`src/design/assert_macros.svh`:
```
// ----------------------------------------------------------------------------
// assert_macros.svh
// Concurrent assertion helpers, clocked on clk_i with reset on rst_ni.
// ----------------------------------------------------------------------------
`ifndef ASSERT_MACROS_SVH
`define ASSERT_MACROS_SVH

// Checked only while out of reset.
`define SIAL_ASSERT(label, prop, msg) \
  label: assert property (@(posedge clk_i) disable iff (!rst_ni) (prop)) else $error(msg);

// Checked at every edge, reset included.
`define SIAL_ASSERT_ALWAYS(label, prop, msg) \
  label: assert property (@(posedge clk_i) (prop)) else $error(msg);

`endif

```
`src/design/sial_pkg.sv`:
```
// ----------------------------------------------------------------------------
// sial_pkg
// Request/response types and codes for the shift-insert array list.
// ----------------------------------------------------------------------------
package sial_pkg;

  // list geometry
  localparam int CAPACITY  = 16;
  localparam int WORD_BITS = 32;

  // request kinds
  localparam logic [2:0] KIND_APPEND  = 3'd0;
  localparam logic [2:0] KIND_PREPEND = 3'd1;
  localparam logic [2:0] KIND_INSERT  = 3'd2;
  localparam logic [2:0] KIND_POP     = 3'd3;
  localparam logic [2:0] KIND_DELETE  = 3'd4;
  localparam logic [2:0] KIND_READ    = 3'd5;

  // response status
  localparam logic [1:0] ST_OK    = 2'd0;
  localparam logic [1:0] ST_INDEX = 2'd1;
  localparam logic [1:0] ST_FULL  = 2'd2;
  localparam logic [1:0] ST_EMPTY = 2'd3;

  typedef struct packed {
    logic [2:0]                     kind;
    logic [$clog2(CAPACITY)-1:0]    position;
    logic signed [WORD_BITS-1:0]    item_value;
  } sial_req_t;

  typedef struct packed {
    logic signed [WORD_BITS-1:0]    read_value;
    logic [$clog2(CAPACITY+1)-1:0]  fill_count;
    logic                           empty_flag;
    logic [1:0]                     status;
  } sial_rsp_t;

endpackage

```
`src/design/sial_ram.sv`:
```
// ----------------------------------------------------------------------------
// sial_ram
// Generic simple dual-port RAM: one write port, one registered read port.
// ----------------------------------------------------------------------------
module sial_ram #(
  parameter int WIDTH = 32,
  parameter int DEPTH = 16
) (
  input  logic                     clk_i,
  input  logic                     we_i,
  input  logic [$clog2(DEPTH)-1:0] waddr_i,
  input  logic [WIDTH-1:0]         wdata_i,
  input  logic [$clog2(DEPTH)-1:0] raddr_i,
  output logic [WIDTH-1:0]         rdata_o
);

  logic [WIDTH-1:0] mem_q [DEPTH];
  logic [WIDTH-1:0] rdata_q;

  always_ff @(posedge clk_i) begin
    if (we_i) begin
      mem_q[waddr_i] <= wdata_i;
    end
    rdata_q <= mem_q[raddr_i];
  end

  assign rdata_o = rdata_q;

endmodule

```
`src/design/shift_insert_array_list_core.sv`:
```
// ----------------------------------------------------------------------------
// shift_insert_array_list_core
// Fixed-capacity ordered list of signed words held in one RAM, with append,
// prepend, insert, pop, delete and read requests.
// ----------------------------------------------------------------------------
//
// Channel   Dir  Ports                 Transfer
// request   in   start_i, req_i        start_i high while busy_o low
// response  out  valid_o, rsp_o        valid_o high for one cycle
//
// Every request gives exactly one response. Errors, ignored kinds and a
// delete of the last element answer from idle; all else holds busy_o high
// until its response strobe. Append and a prepend to an empty list write
// the value in S_FILL; pop and read pass RAM data out in S_RDOUT; other
// prepends and inserts inside the list shift entries up in S_SHUP, then
// write the value; an insert at or past the count zero-fills the gap in
// S_FILL, then writes the value; a delete inside the list shifts entries
// down in S_SHDN. Shifts and gap fills move one element per cycle, paced
// by the single RAM write port, with the read pipelined one ahead. Reset
// clears state, count and strobe; the RAM needs no clearing as only
// entries below the count are ever read. The receiver cannot stall; a new
// request may be taken in the same cycle as the previous response strobe.
// ----------------------------------------------------------------------------
`include "assert_macros.svh"

module shift_insert_array_list_core (
  input  logic                  clk_i,
  input  logic                  rst_ni,
  input  logic                  start_i,
  input  sial_pkg::sial_req_t   req_i,
  output logic                  busy_o,
  output logic                  valid_o,
  output sial_pkg::sial_rsp_t   rsp_o
);
  import sial_pkg::*;

  localparam int AW = $clog2(CAPACITY);      // RAM address
  localparam int CW = $clog2(CAPACITY + 1);  // count, holds CAPACITY itself
  localparam int XW = CW + 4;                // room to compare index and count

  localparam logic [CW-1:0] CapC = CW'(CAPACITY);

  // sequencer states
  localparam logic [2:0] S_IDLE  = 3'd0;
  localparam logic [2:0] S_FILL  = 3'd1;  // zero gap, then new value
  localparam logic [2:0] S_SHUP  = 3'd2;  // shift up, then new value
  localparam logic [2:0] S_SHDN  = 3'd3;  // shift down after delete
  localparam logic [2:0] S_RDOUT = 3'd4;  // RAM data to response

  logic [2:0]           state_q, state_d;
  logic [CW-1:0]        count_q, count_d;
  logic [AW-1:0]        cur_q, cur_d;    // index being written
  logic [AW-1:0]        pos_q, pos_d;    // where the new value lands
  logic [WORD_BITS-1:0] val_q, val_d;
  logic                 valid_q, valid_d;
  sial_rsp_t            rsp_q, rsp_d;

  // RAM port
  logic                 we;
  logic [AW-1:0]        waddr, raddr;
  logic [WORD_BITS-1:0] wdata, rdata;

  logic [XW-1:0] pos_x, cnt_x, cap_x;
  logic          full;

  assign pos_x = XW'(req_i.position);
  assign cnt_x = XW'(count_q);
  assign cap_x = XW'(CapC);
  assign full  = (count_q >= CapC);

  sial_ram #(
    .WIDTH (WORD_BITS),
    .DEPTH (CAPACITY)
  ) u_store (
    .clk_i   (clk_i),
    .we_i    (we),
    .waddr_i (waddr),
    .wdata_i (wdata),
    .raddr_i (raddr),
    .rdata_o (rdata)
  );

  always_comb begin
    state_d = state_q;
    count_d = count_q;
    cur_d   = cur_q;
    pos_d   = pos_q;
    val_d   = val_q;
    valid_d = 1'b0;
    rsp_d   = rsp_q;
    we      = 1'b0;
    waddr   = cur_q;
    wdata   = val_q;
    raddr   = cur_q;

    unique case (state_q)
      S_IDLE: begin
        if (start_i) begin
          // default: immediate response, nothing changes
          valid_d          = 1'b1;
          rsp_d.read_value = '0;
          rsp_d.status     = ST_OK;
          val_d            = req_i.item_value;
          case (req_i.kind)
            KIND_APPEND: begin
              if (full) begin
                rsp_d.status = ST_FULL;
              end else begin
                valid_d = 1'b0;
                cur_d   = AW'(count_q);
                pos_d   = AW'(count_q);
                state_d = S_FILL;
              end
            end
            KIND_PREPEND: begin
              if (full) begin
                rsp_d.status = ST_FULL;
              end else begin
                valid_d = 1'b0;
                cur_d   = AW'(count_q);
                pos_d   = '0;
                raddr   = AW'(count_q - CW'(1));
                state_d = (count_q == '0) ? S_FILL : S_SHUP;
              end
            end
            KIND_INSERT: begin
              if (pos_x >= cap_x) begin
                rsp_d.status = ST_INDEX;
              end else if (pos_x >= cnt_x) begin
                valid_d = 1'b0;
                cur_d   = AW'(count_q);
                pos_d   = req_i.position;
                state_d = S_FILL;
              end else if (full) begin
                rsp_d.status = ST_FULL;
              end else begin
                valid_d = 1'b0;
                cur_d   = AW'(count_q);
                pos_d   = req_i.position;
                raddr   = AW'(count_q - CW'(1));
                state_d = S_SHUP;
              end
            end
            KIND_POP: begin
              if (count_q == '0) begin
                rsp_d.status = ST_EMPTY;
              end else begin
                valid_d = 1'b0;
                count_d = count_q - CW'(1);
                raddr   = AW'(count_q - CW'(1));
                state_d = S_RDOUT;
              end
            end
            KIND_DELETE: begin
              if (pos_x >= cnt_x) begin
                rsp_d.status = ST_INDEX;
              end else begin
                count_d = count_q - CW'(1);
                if (pos_x + XW'(1) != cnt_x) begin
                  valid_d = 1'b0;
                  cur_d   = req_i.position;
                  raddr   = req_i.position + AW'(1);
                  state_d = S_SHDN;
                end
              end
            end
            KIND_READ: begin
              if (pos_x >= cnt_x) begin
                rsp_d.status = ST_INDEX;
              end else begin
                valid_d = 1'b0;
                raddr   = req_i.position;
                state_d = S_RDOUT;
              end
            end
            default: ;  // unused kinds: plain ok response
          endcase
        end
      end

      S_FILL: begin
        we    = 1'b1;
        wdata = (cur_q == pos_q) ? val_q : '0;
        if (cur_q == pos_q) begin
          count_d          = CW'(pos_q) + CW'(1);
          valid_d          = 1'b1;
          rsp_d.read_value = '0;
          rsp_d.status     = ST_OK;
          state_d          = S_IDLE;
        end else begin
          cur_d = cur_q + AW'(1);
        end
      end

      S_SHUP: begin
        we = 1'b1;
        if (cur_q == pos_q) begin
          wdata            = val_q;
          count_d          = count_q + CW'(1);
          valid_d          = 1'b1;
          rsp_d.read_value = '0;
          rsp_d.status     = ST_OK;
          state_d          = S_IDLE;
        end else begin
          // rdata holds entry cur-1; next read runs one below the write
          wdata = rdata;
          raddr = cur_q - AW'(2);
          cur_d = cur_q - AW'(1);
        end
      end

      S_SHDN: begin
        // count already holds the new value; last move lands at count-1
        we    = 1'b1;
        wdata = rdata;
        if (XW'(cur_q) + XW'(1) == cnt_x) begin
          valid_d          = 1'b1;
          rsp_d.read_value = '0;
          rsp_d.status     = ST_OK;
          state_d          = S_IDLE;
        end else begin
          raddr = cur_q + AW'(2);
          cur_d = cur_q + AW'(1);
        end
      end

      S_RDOUT: begin
        valid_d          = 1'b1;
        rsp_d.read_value = rdata;
        rsp_d.status     = ST_OK;
        state_d          = S_IDLE;
      end

      default: begin
        state_d = S_IDLE;
      end
    endcase

    rsp_d.fill_count = count_d;
    rsp_d.empty_flag = (count_d == '0);
  end

  always_ff @(posedge clk_i or negedge rst_ni) begin
    if (!rst_ni) begin
      state_q <= S_IDLE;
      count_q <= '0;
      valid_q <= 1'b0;
    end else begin
      state_q <= state_d;
      count_q <= count_d;
      valid_q <= valid_d;
    end
  end

  always_ff @(posedge clk_i) begin
    cur_q <= cur_d;
    pos_q <= pos_d;
    val_q <= val_d;
    rsp_q <= rsp_d;
  end

  assign busy_o  = (state_q != S_IDLE);
  assign valid_o = valid_q;
  assign rsp_o   = rsp_q;

  // an accepted request either starts a sequence or answers next cycle
  `SIAL_ASSERT(a_req_answered, start_i && !busy_o |=> busy_o || valid_o, "request lost")
  // the count never passes capacity
  `SIAL_ASSERT_ALWAYS(a_count_cap, !rst_ni || count_q <= CapC, "count above capacity")
  // a full status is only reported on a full list
  `SIAL_ASSERT(a_full_status, valid_o && rsp_o.status == ST_FULL |-> count_q == CapC,
               "full status with room left")
  // shift-up only runs with a free slot at the top
  `SIAL_ASSERT(a_shup_room, state_q == S_SHUP |-> count_q < CapC, "shift up on full list")

endmodule

```
`config.mk`:
```
export PLATFORM = sky130hd
export DESIGN_NAME = shift_insert_array_list_core
export DESIGN_NICKNAME = d
export VERILOG_FILES = /design/src/design/sial_pkg.sv /design/src/design/sial_ram.sv /design/src/design/shift_insert_array_list_core.sv
export VERILOG_INCLUDE_DIRS = /design/src /design/src/design
export SDC_FILE = /design/constraint.sdc
export NUM_CORES = 1
export LEC_CHECK = 0
export BUFFER_PORTS_ARGS = -buffer_cell sky130_fd_sc_hd__buf_4
export CAP_MARGIN = 20
export CELL_PAD_IN_SITES_DETAIL_PLACEMENT = 1
export CELL_PAD_IN_SITES_GLOBAL_PLACEMENT = 1
export CORE_MARGIN = 1.5
export CORE_UTILIZATION = 50
export CTS_CLUSTER_SIZE = 16
export DETAILED_ROUTE_END_ITERATION = 7
export PLACE_DENSITY = 0.86
export SLEW_MARGIN = 20
export SYNTH_ARGS = -nofsm -noshare
export SYNTH_HDL_FRONTEND = slang
export SYNTH_SLANG_ARGS = --single-unit
```
`constraint.sdc`:
```
create_clock -name clk_i -period 8.5 [get_ports clk_i]
set_input_delay 0.85 -clock clk_i [delete_from_list [all_inputs] [get_ports clk_i]]
set_output_delay 0.85 -clock clk_i [all_outputs]
set_load 0.01 [all_outputs]
```
After elaboration in Yosys (flattened, before gate mapping)
Memories as Yosys holds them, arrays and structs flattened. A register that Yosys moved wholly into a read port is not among the register bits.
Cells that the tools add are included.
{"block": "totals", "ff_bits": 89, "ram_bits": 512, "inputBits": 42, "output_inout_bits": 42, "wordCells": 156, "mem_count": 1}
{"block": "op_classes", "n_addsub": 10, "n_lt_le_gt_ge": 3, "n_eq_ne": 32, "mux": 83, "n_reduce_logical": 17}
{"name": "u_store.mem_q", "words": 16, "width": 32, "read_ports": 1, "rd_clocked_by_memory_dff": 1, "wr": 1, "line_no": "sial_ram.sv:17", "source": "logic [WIDTH-1:0] mem_q [DEPTH];"}
{"operator": "$mux 32", "count": 5}
{"operator": "$pmux 32 s4", "count": 1}
{"operator": "$mux 4", "count": 24}
{"operator": "$pmux 32 s3", "count": 1}
{"operator": "$mux 3", "count": 12}
{"operator": "$pmux 4 s3", "count": 3}
{"operator": "$mux 5", "count": 5}
{"operator": "$ne 3x3->1 const B", "count": 8}
{"operator": "$pmux 4 s5", "count": 1}
{"operator": "$pmux 3 s6", "count": 1}
{"operator": "$mux 2", "count": 8}
{"operator": "$ne 2x2->1 const B", "count": 8}
{"operator": "$pmux 2 s4", "count": 2}
{"operator": "$pmux 4 s4", "count": 1}
{"operator": "$add 4x1->5 const B", "count": 3}
{"operator": "$pmux 5 s3", "count": 1}
{"operator": "$mux 1", "count": 14}
{"operator": "$eq 3x2->1 const B", "count": 4}
{"operator": "$reduce_and 12->1", "count": 1}
{"operator": "$logic_not 5->1", "count": 2}
{"operator": "$pmux 5 s2", "count": 1}
{"operator": "$eq 3x3->1 const B", "count": 3}
{"operator": "$pmux 3 s3", "count": 1}
{"operator": "$reduce_and 9->1", "count": 1}
{"operator": "other kinds (27)", "count": 34}

Depth between registers and ports, before layout
{"block": "logic_depth", "depth_word": 7, "ltp_mapped": 17, "depth_no_buf": 12}

Cells and area by module
A second synthesis with hierarchy kept.
{"block": "hier_totals", "cells_unflattened": 1372, "hier_area_um2": 25279.2}
{"module": "sial_ram", "n_inst": 1, "cells_per_inst": 838, "area_per_inst_um2": 19835.3, "seq_area_each_um2": 16015.4}
{"module": "shift_insert_array_list_core", "n_inst": 1, "cells_per_inst": 534, "area_per_inst_um2": 5444.0, "seq_area_each_um2": 2567.5}

Least setup slack after synthesis
OpenSTA, ideal clock, no wires.
{"block": "synth_timing", "path_kind": "input port to flip-flop", "start": "input port req_i[32] (netlist bit)", "end": "register u_store.rdata_q[12] (netlist: u_store.rdata_o[12]), read port of u_store.mem_q", "setup_time_ns": 0.128, "arrival_ns": 3.694, "required_time_ns": 8.372, "slack_ns": 4.679, "path_stages": 14, "n_path_buf": 3, "cell_sequence": "inv_1 ha_1 nand2b_4 a2111oi_4 nor3_2 a31oi_1 o311ai_2 a211oi_4 buf_4 buf_6 buf_2 mux2_2 a21oi_1 o211ai_1"}
{"block": "synth_via", "elab_chain_cells": 7, "elab_cells_between_ends": 13, "cone_classes": "add/sub: 2; order compare: 2; eq/ne: 1; mux: 8"}
{"item": "start, declared", "line_no": "shift_insert_array_list_core.sv:30", "source": "input sial_pkg::sial_req_t req_i,"}
{"item": "$add 4x1->5", "line_no": "shift_insert_array_list_core.sv:159", "source": "if (pos_x + XW'(1) != cnt_x) begin"}
{"item": "$ne 5x5->1", "line_no": "shift_insert_array_list_core.sv:159"}
{"item": "$mux 4", "line_no": "shift_insert_array_list_core.sv:159"}
{"item": "$mux 4", "line_no": "shift_insert_array_list_core.sv:155", "source": "if (pos_x >= cnt_x) begin"}
{"item": "$pmux 4 s5 (*)", "line_no": "shift_insert_array_list_core.sv:104", "source": "case (req_i.kind)"}
{"item": "$mux 4 (*)", "line_no": "shift_insert_array_list_core.sv:98", "source": "if (start_i) begin"}
{"item": "$pmux 4 s3 (*)", "line_no": "shift_insert_array_list_core.sv:96", "source": "unique case (state_q)"}
{"item": "end, declared", "line_no": "sial_ram.sv:18", "source": "logic [WIDTH-1:0] rdata_q;"}
Mark *: on every way between the ends. The rest lies on a longest branch, timed or not.
A chain may end at the register's enable or synchronous reset.

Final worst setup path
{"block": "layout_timing", "start": "register count_q[3]", "end": "register u_store.rdata_q[30] (netlist: u_store.rdata_o[30]), read port of u_store.mem_q"}
{"block": "layout_via", "elab_chain_cells": 7, "elab_cells_between_ends": 17, "cone_classes": "add/sub: 1; order compare: 2; eq/ne: 2; mux: 11; reduce/logical: 1"}
{"item": "start, declared", "line_no": "shift_insert_array_list_core.sv:51", "source": "logic [CW-1:0] count_q, count_d;"}
{"item": "start signal, assigned", "line_no": "shift_insert_array_list_core.sv:250", "source": "count_q <= count_d;"}
{"item": "$sub 5x1->5 / $ge 5x5->1 (equally long branches)"}
{"item": "$mux 4", "line_no": "shift_insert_array_list_core.sv:116, shift_insert_array_list_core.sv:134"}
{"item": "$mux 4", "line_no": "shift_insert_array_list_core.sv:129", "source": "end else if (pos_x >= cnt_x) begin"}
{"item": "$mux 4", "line_no": "shift_insert_array_list_core.sv:127", "source": "if (pos_x >= cap_x) begin"}
{"item": "$pmux 4 s5", "line_no": "shift_insert_array_list_core.sv:104"}
{"item": "$mux 4", "line_no": "shift_insert_array_list_core.sv:98"}
{"item": "$pmux 4 s3 (*)", "line_no": "shift_insert_array_list_core.sv:96"}
Marked as above.

==> reports/summary.txt <==
RUN STATUS
-----------------------------------------------------------------------------------------------
Run status ....................................................................... complete, no violations

LOGIC SYNTHESIS
-----------------------------------------------------------------------------------------------
Post-synthesis instance area ..................................................... 26,120 sq um
Most used flip-flop cell after synthesis .........................................     edfxtp_1
Post-synthesis average cell area .................................................  16.16 sq um
Dominant combinational cell family by area after synthesis ....................... multiplexers
Synth top area share .............................................................       67.36%
Post-synthesis compound-gate area fraction .......................................       9.660%
Top cell type by total area after synthesis ......................................     edfxtp_1
Post-Syn Instances ...............................................................        1,617
Mux contribution to synthesized area .............................................       10.80%
Post-Synth Simple-Gate Area ......................................................       4.493%
Post-synth EDFFs .................................................................          586
Number of library cell types mapped by synthesis .................................           83
Synth Net Count ..................................................................        1,676
Synth warn .......................................................................            0
Sequential area share after synthesis ............................................       71.13%
Async set or reset register ratio after synthesis ................................       1.422%
Synth Area in Adders .............................................................      0.8430%
Flip-flop and latch count after synthesis ........................................          633
Synth top area cells ............................................................. edfxtp_1 (67%), mux2_2 (7.5%), dfxtp_1 (2.9%)
Xor-xnor portion of the synthesized cell area ....................................      0.7663%

CELLS AND AREA
-----------------------------------------------------------------------------------------------
Most frequent standard cell in the layout excluding fill and tap cells ...........     edfxtp_1
Leading cell types in the layout, fill and taps excluded ......................... edfxtp_1 (586), mux2_2 (173), buf_4 (115)
Non-Filler Cell Area, Final ...................................................... 29,580 sq um
Area growth from synthesis to layout .............................................       13.24%
Fraction of layout instances using a drive strength above 1 ......................       24.51%
Net count reported at finish .....................................................        1,757

FLOORPLAN
-----------------------------------------------------------------------------------------------
Die Width ........................................................................     231.6 um
Num rows .........................................................................           83
Vertical extent of the die .......................................................     231.6 um
Initial standard-cell utilization of the core ....................................       50.72%
Overall die area ................................................................. 53,630 sq um
Core Footprint ................................................................... 51,510 sq um
Number of top-level pins .........................................................           84

TIMING
-----------------------------------------------------------------------------------------------
Layout Skew ......................................................................   0.02319 ns
Setup repair after global routing missed its margin ..............................           no
Worst Slack Setup Final ..........................................................     2.836 ns
Max Fclk .........................................................................    176.6 MHz
Share of the clock period used by the worst path after layout ....................       66.63%
Hold violation count in the final report .........................................            0
Shortest period the worst path allows ............................................     5.664 ns
Final setup TNS ..................................................................         0 ns
Slew Limit Fails .................................................................            0
Number of endpoints failing setup at the final stage .............................            0
Relative slew slack ..............................................................       23.57%
Slew @ Worst Pin .................................................................     1.144 ns

PLACE
-----------------------------------------------------------------------------------------------
Final HPWL from detailed placement ...............................................     40.15 mm
Placer Congestion ................................................................       0.9026
Instance area after placement .................................................... 27,490 sq um
Buffers added on ports ...........................................................           83
Post-Place Setup Slack ...........................................................     2.823 ns

ROUTE
-----------------------------------------------------------------------------------------------
Vias/cell ........................................................................        6.431
Number of design rule violations left after detail routing .......................            0
DRT iter0 DRCs ...................................................................        1,441
Overall routed net length ........................................................     74.38 mm
Number of detailed-route iterations in the first pass ............................            5
Vias .............................................................................       15,610
Average routed wire per standard cell ............................................     30.64 um
Final antenna-violating net count ................................................            0

CRITICAL PATH
-----------------------------------------------------------------------------------------------
CP Data Arrival Time .............................................................      6.14 ns
Data required time at the worst endpoint .........................................      8.98 ns
Worst setup path category ........................................................ flip-flop to flip-flop
Crit end category ................................................................    flip-flop
Maximum fanout count along the critical path .....................................           62
Kind of start point of the critical path .........................................    flip-flop

PWR
-----------------------------------------------------------------------------------------------
Share of power burned in registers ...............................................        37.8%
Fraction of power spent switching nets ...........................................       37.53%
Leakage power figure .............................................................     10.11 nW
Power share of the clock group ...................................................        21.7%
Power density of the placed cells ................................................ 433.4 nW/um^2
Internal power ...................................................................     8.008 mW
Combinational power share ........................................................        40.5%
NetSw ............................................................................     4.812 mW
Worst ir drop on vdd .............................................................    0.5264 mV

CLOCK TREE
-----------------------------------------------------------------------------------------------
Worst-Skew Late Latency ..........................................................      0.61 ns
Number of setup buffers added after CTS ..........................................            0
Clock input transition at the sequential cells of the worst setup and hold paths .      0.06 ns
Clock Sinks ......................................................................          633
Number of buffers inserted during clock tree synthesis ...........................           66
Cts hold-fix bufs ................................................................            0
Cell at the root of the clock tree ...............................................    clkbuf_16
TritonCTS clock tree .............................................................         done
H-tree level count ...............................................................            3
Post-CTS resize count ............................................................            0
Max Root-Sink Buffers ............................................................            3

GLOBAL ROUTE
-----------------------------------------------------------------------------------------------
Largest net degree at the start of global routing ................................          149
Via count of the first global-routing pass .......................................       16,660
Aggregate global routing overflow ................................................            0
Global-route wire length before repair ...........................................     109.6 mm
GRT Total Usage ..................................................................       28.02%
Antenna violations before repair .................................................            1

WORST HOLD PATH
-----------------------------------------------------------------------------------------------
Type of the tightest min-delay check ............................................. input pin to asynchronous set/reset pin

JOB
-----------------------------------------------------------------------------------------------
Max Cap Violations ...............................................................            0

==> flip-flops by register name, indices dropped and copies added, names as in the netlist <==
register	flops
u_store.mem_q	512
rsp_o	40
u_store.rdata_o	32
val_q	32
count_q	5
cur_q	4
pos_q	4
state_q	3
valid_o	1
==> cell type report <==
| class | count | area, sq um |
|---|---|---|
| fillers | 4749 | 21930 |
| flip-flops and latches | 633 | 18580 |
| multi-input cells | 860 | 7092 |
| clock buffers | 86 | 1778 |
| repair buffers | 117 | 910.9 |
| well taps | 680 | 850.8 |
| clock inverters | 30 | 290.3 |
| inverters | 20 | 75.07 |
| diodes | 1 | 2.502 |
==> synthesized netlist by cell type, types with 3 or more instances <==
cell type	n
a211o_1	5
mux2_1	17
a2bb2oi_1	31
ha_1	16
clkbuf_1	51
xnor2_1	14
o211ai_1	38
buf_1	3
o22ai_1	38
mux2_2	173
nor2_1	45
a211oi_1	6
nand2_1	43
a21oi_1	65
o21a_1	6
a21o_1	7
buf_2	29
dfrtp_1	9
and3_1	38
buf_4	15
o221ai_1	34
nor4b_1	3
a22oi_1	7
nand2b_1	8
o21ai_0	34
nand3_1	6
mux2i_1	68
dfxtp_1	38
buf_6	6
nor3_1	46
o31ai_1	4
nor2b_1	8
a22o_1	33
a31oi_1	5
xor2_1	7
o21ai_1	3
edfxtp_1	586
inv_1	18
==> power by group through the flow <==
stage | clock, mW | sequential [mW] | combinational, mW
final | 2.78 | 4.84 | 5.20
after global routing | 2.90 | 4.88 | 5.49
after CTS | 2.81 | 4.84 | 5.14
after detailed placement | 0 | 4.89 | 5.06
after global placement | 0 | 4.84 | 4.77
after floorplan | 0 | 4.77 | 3.54
==> worst paths after layout <==
kind                                      from                   to  slack, ns  cells past startpoint
hold reg to reg            u_store.rdata_o[22]            rsp_o[30]       0.58                      1
max in group asynchronous               rst_ni           state_q[2]       8.27                      1
min in group clk_i                    req_i[3]             val_q[3]       0.42                      1
setup / recovery                    count_q[3]  u_store.rdata_o[30]       2.84                     13
hold / removal                          rst_ni           state_q[1]       0.07                      1
setup reg to reg                    count_q[3]  u_store.rdata_o[30]       2.84                     13
==> kinds of logic after synthesis <==
group | count (synthesis)
xor gates and xnor gates | 22
AOI/OAI and AO/OA | 343
buffers and inverters | 124
adders and majority gates | 17
and+or+nand+nor | 220
DFF | 633
muxes | 258
==> routing by layer <==
metal  global-route usage (%)  share of wire [%]
met1                    35.98                 39
met2                    46.86                 50
met3                    4.614                6.7
met4                    12.78                4.4
met5                        0                  0
==> worst max-delay path: stages (launching register included) <==
cell      delay (ns)
dfrtp_1         0.72
inv_1           0.23
ha_1            0.34
o21a_1          0.11
nor2_1          0.08
nor3_2          0.83
or2_1           0.28
o311ai_2        0.13
a211oi_4        0.35
buf_4           0.62
buf_4           0.83
mux2i_1         0.33
o32ai_1         0.13
or4_1           0.45
==> metrics by stage <==
stage / hold WS (ns) / util [%] / power (mW) / std cells
floorplan: 0.5304 / - / 8.313 / 1617
global placement: 0.5537 / 53.36 / 9.606 / 2309
detailed placement: 0.5641 / 53.36 / 9.950 / 2309
CTS: 0.04174 / 57.37 / 12.80 / 2425
global route: 0.06070 / 57.43 / 13.28 / 2426
finish: 0.07038 / 57.43 / 12.82 / 2427
Note: power is estimated with default switching activity, not from simulation.
